## src/rtl/polyline_normalized_arc_length_macros.svh

```systemverilog
// Assertion macros shared by the polyline arc length RTL.
`ifndef POLYLINE_NORMALIZED_ARC_LENGTH_MACROS_SVH
`define POLYLINE_NORMALIZED_ARC_LENGTH_MACROS_SVH

`ifndef NO_ASSERTIONS

// antecedent implies consequent in the same cycle
`define PNAL_ASSERT_SAME(label, clk, rst, pre, post, msg) \
   label: assert property (@(posedge clk) disable iff (rst) (pre) |-> (post)) else $error(msg);

// antecedent implies consequent in the next cycle
`define PNAL_ASSERT_NEXT(label, clk, rst, pre, post, msg) \
   label: assert property (@(posedge clk) disable iff (rst) (pre) |=> (post)) else $error(msg);

`else

`define PNAL_ASSERT_SAME(label, clk, rst, pre, post, msg)

`define PNAL_ASSERT_NEXT(label, clk, rst, pre, post, msg)

`endif

`endif

```

## src/rtl/pnal_pkg.sv

```systemverilog
// Types and constants for the polyline normalized arc length block.
`timescale 1ns / 1ps

package pnal_pkg;

   localparam int MAX_VERTICES  = 64;
   localparam int COORD_BITS    = 24;
   localparam int FRACTION_BITS = 16;
   localparam int LEN_W         = 32;

   localparam int IDX_W  = $clog2(MAX_VERTICES);
   localparam int CNT_W  = $clog2(MAX_VERTICES + 1);
   localparam int MAG_W  = COORD_BITS + 1;
   localparam int SQ_W   = 2 * MAG_W;
   localparam int RAD_W  = SQ_W;
   localparam int ROOT_W = MAG_W;
   localparam int QUOT_W = FRACTION_BITS + 1;
   localparam int UNIT_W = (ROOT_W + 2 > LEN_W + 2) ? ROOT_W + 2 : LEN_W + 2;
   localparam int ITER_W = $clog2(UNIT_W + 1);

   typedef struct packed {
      logic signed [COORD_BITS-1:0] x_coord;
      logic signed [COORD_BITS-1:0] y_coord;
      logic                         last_vertex;
   } pnal_req_type;

   typedef struct packed {
      logic [IDX_W-1:0]  vertex_index;
      logic [QUOT_W-1:0] norm_distance;
      logic [LEN_W-1:0]  total_length;
      logic              degenerate;
      logic              overflowed;
      logic              last_result;
   } pnal_rsp_type;

   typedef enum logic [9:0] {
      ST_IDLE = 10'b00_0000_0001,
      ST_SQX  = 10'b00_0000_0010,
      ST_SQY  = 10'b00_0000_0100,
      ST_SUM  = 10'b00_0000_1000,
      ST_ROOT = 10'b00_0001_0000,
      ST_ACC  = 10'b00_0010_0000,
      ST_READ = 10'b00_0100_0000,
      ST_LOAD = 10'b00_1000_0000,
      ST_DIV  = 10'b01_0000_0000,
      ST_OUT  = 10'b10_0000_0000
   } pnal_state_type;

endpackage

```

## src/rtl/pnal_ram.sv

```systemverilog
// Generic single-write, single-read RAM with registered read data.
`timescale 1ns / 1ps

module pnal_ram #(
   parameter int WIDTH = 32,
   parameter int DEPTH = 64
) (
   input  logic                     clock,
   input  logic                     wr_en,
   input  logic [$clog2(DEPTH)-1:0] wr_addr,
   input  logic [WIDTH-1:0]         wr_data,
   input  logic [$clog2(DEPTH)-1:0] rd_addr,
   output logic [WIDTH-1:0]         rd_data
);

   logic [WIDTH-1:0] mem_ff [DEPTH];
   logic [WIDTH-1:0] rd_data_ff;

   always_ff @(posedge clock) begin
      if (wr_en) begin
         mem_ff[wr_addr] <= wr_data;
      end
      rd_data_ff <= mem_ff[rd_addr];
   end

   assign rd_data = rd_data_ff;

endmodule

```

## src/rtl/polyline_normalized_arc_length.sv

```systemverilog
// Polyline chord-length parameterization: cumulative lengths normalized to total.
// Vertex: first stored directly; later: squares, sum, 25-step square root, accumulate.
// Results: read, load, 17-step division on the shared subtractor, output (may stall).
// One vertex or one result at a time; req_stall is high while any work is in flight.
// Synchronous active-high reset clears all control state; the length store is not cleared.
`timescale 1ns / 1ps
`include "polyline_normalized_arc_length_macros.svh"

module polyline_normalized_arc_length
   import pnal_pkg::*;
(
   input  logic         clock,
   input  logic         reset,
   input  logic         req_valid,
   output logic         req_stall,
   input  pnal_req_type req_payload,
   output logic         rsp_valid,
   input  logic         rsp_stall,
   output pnal_rsp_type rsp_payload
);

   pnal_state_type state_ff, state_in;

   logic signed [COORD_BITS-1:0] x_ff, x_in, y_ff, y_in;
   logic signed [COORD_BITS-1:0] prev_x_ff, prev_x_in, prev_y_ff, prev_y_in;
   logic                         last_ff, last_in;
   logic [MAG_W-1:0]             mag_a_ff, mag_a_in, mag_b_ff, mag_b_in;
   logic [SQ_W-1:0]              sq_a_ff, sq_a_in, sq_b_ff, sq_b_in;
   logic [RAD_W-1:0]             rad_ff, rad_in;
   logic [UNIT_W-1:0]            rem_ff, rem_in;
   logic [ROOT_W-1:0]            root_ff, root_in;
   logic [QUOT_W-1:0]            quot_ff, quot_in;
   logic [ITER_W-1:0]            iter_ff, iter_in;
   logic [CNT_W-1:0]             count_ff, count_in;
   logic [LEN_W-1:0]             running_ff, running_in;
   logic                         ovf_ff, ovf_in;
   logic [IDX_W-1:0]             idx_ff, idx_in;

   // datapath helpers
   logic signed [MAG_W-1:0] diff_x, diff_y;
   logic [MAG_W-1:0]        mul_op;
   logic [SQ_W-1:0]         mul_out;
   logic [UNIT_W-1:0]       unit_a, unit_b;
   logic [UNIT_W:0]         unit_diff;
   logic                    unit_take;
   logic [LEN_W:0]          len_sum;
   logic [LEN_W-1:0]        len_sat;
   logic [CNT_W-1:0]        idx_next;
   logic                    degen;
   logic                    is_last_rsp;

   logic             ram_wr_en;
   logic [LEN_W-1:0] ram_wr_data;
   logic [LEN_W-1:0] ram_rd_data;

   pnal_ram #(
      .WIDTH (LEN_W),
      .DEPTH (MAX_VERTICES)
   ) u_store (
      .clock   (clock),
      .wr_en   (ram_wr_en),
      .wr_addr (count_ff[IDX_W-1:0]),
      .wr_data (ram_wr_data),
      .rd_addr (idx_ff),
      .rd_data (ram_rd_data)
   );

   assign diff_x = MAG_W'(req_payload.x_coord) - MAG_W'(prev_x_ff);
   assign diff_y = MAG_W'(req_payload.y_coord) - MAG_W'(prev_y_ff);

   // one shared squarer
   assign mul_op  = (state_ff == ST_SQX) ? mag_a_ff : mag_b_ff;
   assign mul_out = mul_op * mul_op;

   // one shared compare-and-subtract unit: square root and division steps
   always_comb begin
      unit_a = '0;
      unit_b = '0;
      if (state_ff == ST_ROOT) begin
         unit_a = {rem_ff[UNIT_W-3:0], rad_ff[RAD_W-1 -: 2]};
         unit_b = UNIT_W'({root_ff, 2'b01});
      end else begin
         unit_a = (iter_ff == ITER_W'(FRACTION_BITS)) ? rem_ff : {rem_ff[UNIT_W-2:0], 1'b0};
         unit_b = UNIT_W'(running_ff);
      end
   end

   assign unit_diff = {1'b0, unit_a} - {1'b0, unit_b};
   assign unit_take = !unit_diff[UNIT_W];

   assign len_sum = {1'b0, running_ff} + (LEN_W + 1)'(root_ff);
   assign len_sat = len_sum[LEN_W] ? {LEN_W{1'b1}} : len_sum[LEN_W-1:0];

   assign idx_next    = CNT_W'({1'b0, idx_ff}) + CNT_W'(1);
   assign is_last_rsp = (idx_next == count_ff);
   assign degen       = (count_ff < CNT_W'(2)) || (running_ff == '0);

   always_comb begin
      state_in   = state_ff;
      x_in       = x_ff;
      y_in       = y_ff;
      prev_x_in  = prev_x_ff;
      prev_y_in  = prev_y_ff;
      last_in    = last_ff;
      mag_a_in   = mag_a_ff;
      mag_b_in   = mag_b_ff;
      sq_a_in    = sq_a_ff;
      sq_b_in    = sq_b_ff;
      rad_in     = rad_ff;
      rem_in     = rem_ff;
      root_in    = root_ff;
      quot_in    = quot_ff;
      iter_in    = iter_ff;
      count_in   = count_ff;
      running_in = running_ff;
      ovf_in     = ovf_ff;
      idx_in     = idx_ff;
      ram_wr_en   = 1'b0;
      ram_wr_data = running_ff;

      case (state_ff)
         ST_IDLE: begin
            if (req_valid) begin
               x_in    = req_payload.x_coord;
               y_in    = req_payload.y_coord;
               last_in = req_payload.last_vertex;
               idx_in  = '0;
               if (count_ff >= CNT_W'(MAX_VERTICES)) begin
                  // store full: vertex dropped
                  ovf_in = 1'b1;
                  if (req_payload.last_vertex) begin
                     state_in = ST_READ;
                  end
               end else if (count_ff == '0) begin
                  ram_wr_en = 1'b1;
                  prev_x_in = req_payload.x_coord;
                  prev_y_in = req_payload.y_coord;
                  count_in  = count_ff + CNT_W'(1);
                  if (req_payload.last_vertex) begin
                     state_in = ST_READ;
                  end
               end else begin
                  mag_a_in = diff_x[MAG_W-1] ? MAG_W'(-diff_x) : MAG_W'(diff_x);
                  mag_b_in = diff_y[MAG_W-1] ? MAG_W'(-diff_y) : MAG_W'(diff_y);
                  state_in = ST_SQX;
               end
            end
         end
         ST_SQX: begin
            sq_a_in  = mul_out;
            state_in = ST_SQY;
         end
         ST_SQY: begin
            sq_b_in  = mul_out;
            state_in = ST_SUM;
         end
         ST_SUM: begin
            rad_in   = sq_a_ff + sq_b_ff;
            rem_in   = '0;
            root_in  = '0;
            iter_in  = ITER_W'(ROOT_W - 1);
            state_in = ST_ROOT;
         end
         ST_ROOT: begin
            rem_in  = unit_take ? unit_diff[UNIT_W-1:0] : unit_a;
            root_in = {root_ff[ROOT_W-2:0], unit_take};
            rad_in  = {rad_ff[RAD_W-3:0], 2'b00};
            iter_in = iter_ff - ITER_W'(1);
            if (iter_ff == '0) begin
               state_in = ST_ACC;
            end
         end
         ST_ACC: begin
            running_in  = len_sat;
            ram_wr_en   = 1'b1;
            ram_wr_data = len_sat;
            prev_x_in   = x_ff;
            prev_y_in   = y_ff;
            count_in    = count_ff + CNT_W'(1);
            state_in    = last_ff ? ST_READ : ST_IDLE;
         end
         ST_READ: begin
            // address goes out now, data is registered by the next cycle
            state_in = ST_LOAD;
         end
         ST_LOAD: begin
            rem_in   = UNIT_W'(ram_rd_data);
            quot_in  = '0;
            iter_in  = ITER_W'(FRACTION_BITS);
            state_in = ST_DIV;
         end
         ST_DIV: begin
            rem_in  = unit_take ? unit_diff[UNIT_W-1:0] : unit_a;
            quot_in = {quot_ff[QUOT_W-2:0], unit_take};
            iter_in = iter_ff - ITER_W'(1);
            if (iter_ff == '0) begin
               state_in = ST_OUT;
            end
         end
         ST_OUT: begin
            if (!rsp_stall) begin
               if (is_last_rsp) begin
                  count_in   = '0;
                  running_in = '0;
                  ovf_in     = 1'b0;
                  prev_x_in  = '0;
                  prev_y_in  = '0;
                  state_in   = ST_IDLE;
               end else begin
                  idx_in   = idx_ff + IDX_W'(1);
                  state_in = ST_READ;
               end
            end
         end
         default: begin
            state_in = ST_IDLE;
         end
      endcase
   end

   always_ff @(posedge clock) begin
      if (reset) begin
         state_ff   <= ST_IDLE;
         prev_x_ff  <= '0;
         prev_y_ff  <= '0;
         count_ff   <= '0;
         running_ff <= '0;
         ovf_ff     <= 1'b0;
         idx_ff     <= '0;
         iter_ff    <= '0;
      end else begin
         state_ff   <= state_in;
         prev_x_ff  <= prev_x_in;
         prev_y_ff  <= prev_y_in;
         count_ff   <= count_in;
         running_ff <= running_in;
         ovf_ff     <= ovf_in;
         idx_ff     <= idx_in;
         iter_ff    <= iter_in;
      end
   end

   always_ff @(posedge clock) begin
      x_ff     <= x_in;
      y_ff     <= y_in;
      last_ff  <= last_in;
      mag_a_ff <= mag_a_in;
      mag_b_ff <= mag_b_in;
      sq_a_ff  <= sq_a_in;
      sq_b_ff  <= sq_b_in;
      rad_ff   <= rad_in;
      rem_ff   <= rem_in;
      root_ff  <= root_in;
      quot_ff  <= quot_in;
   end

   assign req_stall = (state_ff != ST_IDLE);
   assign rsp_valid = (state_ff == ST_OUT);

   always_comb begin
      rsp_payload.vertex_index  = idx_ff;
      rsp_payload.norm_distance = degen ? '0 : quot_ff;
      rsp_payload.total_length  = running_ff;
      rsp_payload.degenerate    = degen;
      rsp_payload.overflowed    = ovf_ff;
      rsp_payload.last_result   = is_last_rsp;
   end

   `PNAL_ASSERT_SAME(a_idx_in_range, clock, reset, rsp_valid, CNT_W'(idx_ff) < count_ff, "result index beyond stored vertex count")
   `PNAL_ASSERT_SAME(a_frac_bound, clock, reset, rsp_valid, rsp_payload.norm_distance <= QUOT_W'(1 << FRACTION_BITS), "normalized distance above one")
   `PNAL_ASSERT_NEXT(a_run_cleared, clock, reset, rsp_valid && !rsp_stall && rsp_payload.last_result, count_ff == '0 && running_ff == '0 && !ovf_ff, "run state not cleared after final transaction")

endmodule
```

## config.mk

```make
export PLATFORM = sky130hd
export DESIGN_NAME = polyline_normalized_arc_length
export DESIGN_NICKNAME = d
export VERILOG_FILES = /design/src/rtl/pnal_pkg.sv /design/src/rtl/pnal_ram.sv /design/src/rtl/polyline_normalized_arc_length.sv
export VERILOG_INCLUDE_DIRS = /design/src /design/src/rtl
export SDC_FILE = /design/constraint.sdc
export NUM_CORES = 2
export LEC_CHECK = 0
export ABC_CLOCK_PERIOD_IN_PS = 21800
export BUFFER_PORTS_ARGS = -buffer_cell sky130_fd_sc_hd__buf_2
export CORE_ASPECT_RATIO = 1.75
export CORE_UTILIZATION = 30
export CTS_BUF_LIST = sky130_fd_sc_hd__clkbuf_16
export DETAILED_ROUTE_END_ITERATION = 6
export SKIP_CTS_REPAIR_TIMING = 1
export SLEW_MARGIN = 20
export SYNTH_ARGS = -nofsm -noshare
export SYNTH_HDL_FRONTEND = slang
export SYNTH_SLANG_ARGS = --single-unit
```

## constraint.sdc

```tcl
create_clock -name clock -period 21.8 [get_ports clock]
set_input_delay 3.27 -clock clock [delete_from_list [all_inputs] [get_ports clock]]
set_output_delay 3.27 -clock clock [all_outputs]
set_load 0.02 [all_outputs]
```

* Word-level counts from Yosys, hierarchy flattened
Memories as Yosys holds them, arrays and structs flattened. A register that Yosys moved wholly into a read port is not among the register bits.
Cells that the tools add are included.
** Word-level totals
- Bits of input ports :: 53
- Memories :: 1
- Flip-flop bits (word level) :: 435
- Output and inout bits :: 60
- Word-level logic and storage cells :: 138
- Bits in writable memories :: 2048
** Memory list
- u_store.mem_ff :: words 64, bits a word 32, read ports 1, clocked after Yosys merged registers in 1, wr ports 1, RTL line pnal_ram.sv:16 : logic [WIDTH-1:0] mem_ff [DEPTH];
** Operators by class
- Reductions and logical operators :: 19
- Magnitude comparators :: 2
- $mul :: 1
- Bitwise operators :: 2
- Add/sub/neg operators :: 11
- Equality and inequality tests :: 22
- Mux-type cells :: 59
** Operator list (number)
- 2-to-1 mux 24 bit :: 10
- 2-to-1 mux 32 bit :: 5
- one-hot mux 24 bit (3 select lines) :: 2
- 2-to-1 mux 34 bit :: 3
- one-hot mux 34 bit (3 select lines) :: 1
- one-hot mux 10 bit (10 select lines) :: 1
- one-hot mux 50 bit (2 select lines) :: 1
- 2-to-1 mux 10 bit :: 7
- one-hot mux 32 bit (2 select lines) :: 1
- adder 50 bit :: 1
- multiplier 25 x 25 -> 50 bit :: 1
- negator 25 bit :: 2
- one-hot mux 25 bit (2 select lines) :: 1
- subtractor 24 x 24 -> 25 bit :: 2
- 2-to-1 mux 7 bit :: 7
- subtractor 34 x 34 -> 35 bit :: 1
- one-hot mux 17 bit (2 select lines) :: 1
- adder 32 x 25 -> 33 bit :: 1
- zero test 32 bit :: 1
- 2-to-1 mux 25 bit :: 1
- one-hot mux 7 bit (3 select lines) :: 1
- 2-to-1 mux 6 bit :: 3
- one-hot mux 6 bit (3 select lines) :: 1
- 2-to-1 mux 17 bit :: 1
- 37 further kinds :: 60

* Longest topological paths before layout
- Word-level depth :: 7
- Gate-level depth with buffers :: 40
- Mapped depth without buffers :: 36

* Modules after synthesis
A second synthesis with hierarchy kept.
** Second synthesis, totals
- Cells, all modules :: 8087
- Area total of the unflattened synthesis :: 122527.5 um^2
** By module, submodules not included
- pnal_ram :: cells an instance 3324, times used 1, seq. area each 62139.6 um^2, area an instance 78515.3 um^2
- polyline_normalized_arc_length :: cells an instance 4763, times used 1, seq. area each 11901.4 um^2, area an instance 44012.2 um^2

* Worst setup path before layout
No wires, ideal clock.
- Path kind :: reg-to-reg
- Start :: register state_ff[4]
- End :: register sq_a_ff[48], data pin
- Period minus slack after synthesis :: 10.600 ns
- Data required time :: 21.538 ns
- Library setup time :: 0.262 ns
- Path slack :: 11.200 ns
- Stages on the path, launching flop included :: 40
- Arrival :: 10.338 ns
- Path buffers :: 5
- Path through :: dfxtp_1 clkbuf_1 nor4_1 and2_1 nand2_1 or2_2 clkbuf_1 inv_1 buf_1 nand2_1 nand2_1 clkbuf_1 nand2_1 fa_1 inv_1 fa_1 inv_1 fa_1 [... 4 more ...] inv_1 fa_1 inv_1 fa_1 inv_1 ha_1 clkbuf_1 nand2_1 nor4_1 nand3_1 a31o_2 o31a_1 o31a_1 o211ai_1 a2111oi_0 o21bai_1 a21oi_1 xnor2_1
** Between the ends
- Cells in the longest elaborated chain, start to end :: 3
** Ends and longest elaborated chain
- start: declaration :: RTL line polyline_normalized_arc_length.sv:22 : pnal_state_type state_ff, state_in;
- start signal: assignment :: RTL line polyline_normalized_arc_length.sv:232 : state_ff <= state_in;
- == test 10 x 2 -> 1 bit :: RTL line polyline_normalized_arc_length.sv:72 : assign mul_op = (state_ff == ST_SQX) ? mag_a_ff : mag_b_ff;
- 2-to-1 mux 25 bit :: RTL line polyline_normalized_arc_length.sv:72
- multiplier 25 x 25 -> 50 bit :: RTL line polyline_normalized_arc_length.sv:73 : assign mul_out = mul_op * mul_op;
- named net mul_out[48] :: RTL line polyline_normalized_arc_length.sv:42 : logic [SQ_W-1:0] mul_out;
- end signal: assignment :: RTL line polyline_normalized_arc_length.sv:249 : sq_a_ff <= sq_a_in;
- end: declaration :: RTL line polyline_normalized_arc_length.sv:28 : logic [SQ_W-1:0] sq_a_ff, sq_a_in, sq_b_ff, sq_b_in;
The timed path passes the listed nets, and every way through them passes these cells.
A chain may end at the register's enable or synchronous reset.

* Final worst setup path
Ends and elaborated chain as after synthesis.

==> run_results.csv <==
group,metric,value,unit
critical_path,worst-r2r-setup-slack,10030,ps
synthesis,synth.top_cells.by_area,"sky130_fd_sc_hd__edfxtp_1 59%, sky130_fd_sc_hd__mux4_2 12%, sky130_fd_sc_hd__fa_1 7.7%, sky130_fd_sc_hd__ha_1 3.5%, sky130_fd_sc_hd__inv_1 2.4%",
place,placement.io_buffers,112,
synthesis,syn_inst,7669,
sta,clock-skew-final,161,ps
synthesis,synth.cell_area,122000,sq um
drt,avgRoutedWirePerCell,25.1,um
hold_path,hold_path_end,"iter_ff[5]",
sta,hold_viol_final,0,
floorplan,die_area,408000,sq um
drt,via_count,66900,
sta,setup_viol,0,
outcome,outcome,"completed",
job,drv.max_cap_violation_count,0,
global_routing,grt_pass1_wl,487000,um
critical_path,worstPathMaxFanout,64,
critical_path,crit_top_cell,"sky130_fd_sc_hd__fa_1",
floorplan,start_util,0.301,
global_routing,grt_pass1_vias,71400,
synthesis,synth-async-reset-ratio,0,
clocking,clock_latency,970,ps
sta,fin_crit,11770,ps
synthesis,synth_ff_type,"sky130_fd_sc_hd__edfxtp_1",
critical_path,r2r-start,"state_ff[4]",
synthesis,yosysTopAreaCell,"sky130_fd_sc_hd__edfxtp_1",
clocking,max-clock-path-buffers,4,
synthesis,synth_nets,8531,
sta,worst_pin_slew,1100,ps
drt,drt.antenna.violating_nets,0,
synthesis,yosys_register_bits,2513,
drt,final_wirelength,334000,um
sta,final-max-slew-violation-count,0,
drt,detailedRoute.firstPassIterationCount,7,
critical_path,worstPathArrival,12310,ps
floorplan,cell_row_count,309,
critical_path,criticalPathCategory,"reg2reg",
critical_path,worst_path_largest_cell_delay,820,ps
clocking,cts-htree-levels,4,
global_routing,grt_start_max_net_pins,110,
clocking,cts_buffers,226,
sta,worst_slew_margin_rel,0.269,
sta,tns_setup,0,ps
critical_path,start_kind,"flop",
drt,drt_drc,0,
global_routing,global_route.usage.total,0.162,
critical_path,critPathRequiredTime,22340,ps
clocking,cts.sinks,2513,
critical_path,rr_endpoint,"sq_a_ff[48]",
critical_path,r2r.worst_path.cells,34,
place,hpwl,232000,um
sta,grt_setup_unrepaired,"no",
finish,fillCellCount,38200,
critical_path,cp-end-kind,"flop",
global_routing,antenna_violations_before_repair,23,
floorplan,pin_count,113,
clocking,tritoncts_clock_tree,"done",
place,routability_driven_placement_congestion_ratio,0.906,
synthesis,synthesis.area_per_instance,15.9,sq um
critical_path,cpMaxStageDelayCell,"sky130_fd_sc_hd__clkinv_1",
global_routing,gr-total-overflow,0,
drt,drt_iter0_drcs,4786,
clocking,root_buffer,"sky130_fd_sc_hd__clkbuf_16",
clocking,clkSlewWorstSetupHoldPaths,60,ps
hold_path,hold_class,"reg2reg",
sta,finalHoldWorstSlack,490,ps
synthesis,synth_seq_area_share,0.609,
synthesis,yosys_warnings,0,
sta,timing.fmax,85.0,MHz
finish,finish.net_count,8713,
finish,syn_to_final_growth,12.5,%
floorplan,die_h,844,um
hold_path,worstHoldPathCells,1,
sta,period_utilization,0.540,
hold_path,timing.hold.worst.start,"iter_ff[5]",
synthesis,synth_edf_count,2371,
synthesis,synth.top_cell.area_share,0.585,
drt,route.detailed.vias_per_inst,5.02,
floorplan,core_area,404000,sq um
synthesis,unique_cell_type_count_in_the_yosys_netlist,83,
finish,drive_gt1_frac,0.178,
floorplan,floorplan.die.width,483,um
metrics by stage:
step,instance area (sq um),instances,util,setup WS (ps)
2_1_floorplan,122000,7669,-,11200
3_3_place_gp,130000,12900,0.321,10210
3_5_place_dp,130000,12900,0.321,10080
4_1_cts,137000,13300,0.338,9970
5_1_grt,137000,13300,0.339,9320
6_report,137000,13300,0.339,10030
area by class of cell:
type                            instances  area (sq um)  share of cell area
Antenna cell                            6          15.0            0.000110
Clock buffer                          227          5680              0.0415
Clock inverter                        181          1370             0.00998
Inverter                              800          3000              0.0219
Multi-Input combinational cell       4027         44100               0.322
Sequential cell                      2513         74100               0.541
Tap cell                             5287          6620              0.0483
Timing Repair Buffer                  283          1970              0.0144
cell usage in the layout (no fill, tap or decap), types with 86 or more instances in the layout:
master,instances
sky130_fd_sc_hd__clkbuf_16,227
sky130_fd_sc_hd__edfxtp_1,2371
sky130_fd_sc_hd__a21oi_1,235
sky130_fd_sc_hd__xor2_1,86
sky130_fd_sc_hd__buf_4,164
sky130_fd_sc_hd__mux4_2,672
sky130_fd_sc_hd__buf_2,111
sky130_fd_sc_hd__nor2_1,387
sky130_fd_sc_hd__nand2_1,484
sky130_fd_sc_hd__xnor2_1,143
sky130_fd_sc_hd__fa_1,470
sky130_fd_sc_hd__dfxtp_1,136
sky130_fd_sc_hd__o21ai_0,206
sky130_fd_sc_hd__inv_1,844
sky130_fd_sc_hd__a21o_1,86
sky130_fd_sc_hd__ha_1,339
layer usage:
| layer | track usage | routed length, um | vias up |
|---|---|---|---|
| met5 | 0 | 19 | - |
| met4 | 0.0644 | 14300 | 2 |
| met3 | 0.0220 | 15400 | 618 |
| met2 | 0.323 | 192000 | 1829 |
| met1 | 0.166 | 113000 | 35500 |
| li1 | - | - | 29000 |
cell usage after synthesis (7+ instances only):
cell type                   instances
sky130_fd_sc_hd__a2111oi_0          8
sky130_fd_sc_hd__a211o_1            8
sky130_fd_sc_hd__a211oi_1          72
sky130_fd_sc_hd__a21o_1            86
sky130_fd_sc_hd__a21oi_1          237
sky130_fd_sc_hd__a22oi_1           53
sky130_fd_sc_hd__a31oi_1           31
sky130_fd_sc_hd__a41oi_1           10
sky130_fd_sc_hd__and2_1            72
sky130_fd_sc_hd__and3_1            25
sky130_fd_sc_hd__and4_1             8
sky130_fd_sc_hd__buf_1             60
sky130_fd_sc_hd__clkbuf_1         262
sky130_fd_sc_hd__dfxtp_1          142
sky130_fd_sc_hd__edfxtp_1        2371
sky130_fd_sc_hd__fa_1             470
sky130_fd_sc_hd__ha_1             339
sky130_fd_sc_hd__inv_1            793
sky130_fd_sc_hd__mux2i_1           78
sky130_fd_sc_hd__mux4_2           672
sky130_fd_sc_hd__nand2_1          492
sky130_fd_sc_hd__nand2b_1          32
sky130_fd_sc_hd__nand3_1           52
sky130_fd_sc_hd__nand3b_1          11
sky130_fd_sc_hd__nand4_1           21
sky130_fd_sc_hd__nor2_1           456
sky130_fd_sc_hd__nor2b_1           41
sky130_fd_sc_hd__nor3_1            42
sky130_fd_sc_hd__nor3b_1           16
sky130_fd_sc_hd__nor4_1            29
sky130_fd_sc_hd__o211ai_1          11
sky130_fd_sc_hd__o21a_1            25
sky130_fd_sc_hd__o21ai_0          210
sky130_fd_sc_hd__o21bai_1          27
sky130_fd_sc_hd__o31a_1             7
sky130_fd_sc_hd__o31ai_1           15
sky130_fd_sc_hd__or2_2             15
sky130_fd_sc_hd__or3_1             22
sky130_fd_sc_hd__xnor2_1          143
sky130_fd_sc_hd__xor2_1            86
worst max path at each step:
stage / start / depth (start not counted) / endpoint / slack (ps)
after floorplan: state_ff[4] / 39 / sq_a_ff[48] / 11200
after CTS: state_ff[4] / 34 / sq_b_ff[48] / 9970
after global placement: state_ff[4] / 34 / sq_a_ff[48] / 10210
after detailed placement: state_ff[4] / 34 / sq_a_ff[48] / 10080
after global routing: state_ff[4] / 34 / sq_b_ff[48] / 9320
final: state_ff[4] / 34 / sq_a_ff[48] / 10030
cell families after synthesis:
kind of cell             Yosys count  share of synthesized area
multiplexers                     755                      0.131
flip-flops                      2513                      0.609
XOR/XNOR                         229                     0.0165
AO/OA/AOI/OAI                    870                     0.0455
AND/OR/NAND/NOR                 1364                     0.0509
buffers and inverters           1129                     0.0350
adder cells (fa/ha/maj)          809                      0.112
sequential cells by signal, indices dropped and copies added (netlist names), 32 cells and up:
register,count
u_store.mem_ff,2048
sq_a_ff,49
running_ff,32
rad_ff,50
u_store.rd_data,32
sq_b_ff,49
rem_ff,34
critical path, delay by kind of cell (launching register included):
| kind | cells | cell delay, ps |
|---|---|---|
| DFF | 1 | 400 |
| and+or+nand+nor | 10 | 2930 |
| adders and majority gates | 8 | 3750 |
| AOI/OAI and AO/OA | 8 | 2170 |
| xor gates and xnor gates | 1 | 150 |
| buffers and inverters | 7 | 1930 |
Power is left out: the tool's default activity adds up to more than one toggle a clock period on the data nets, which glitch-free logic cannot reach.
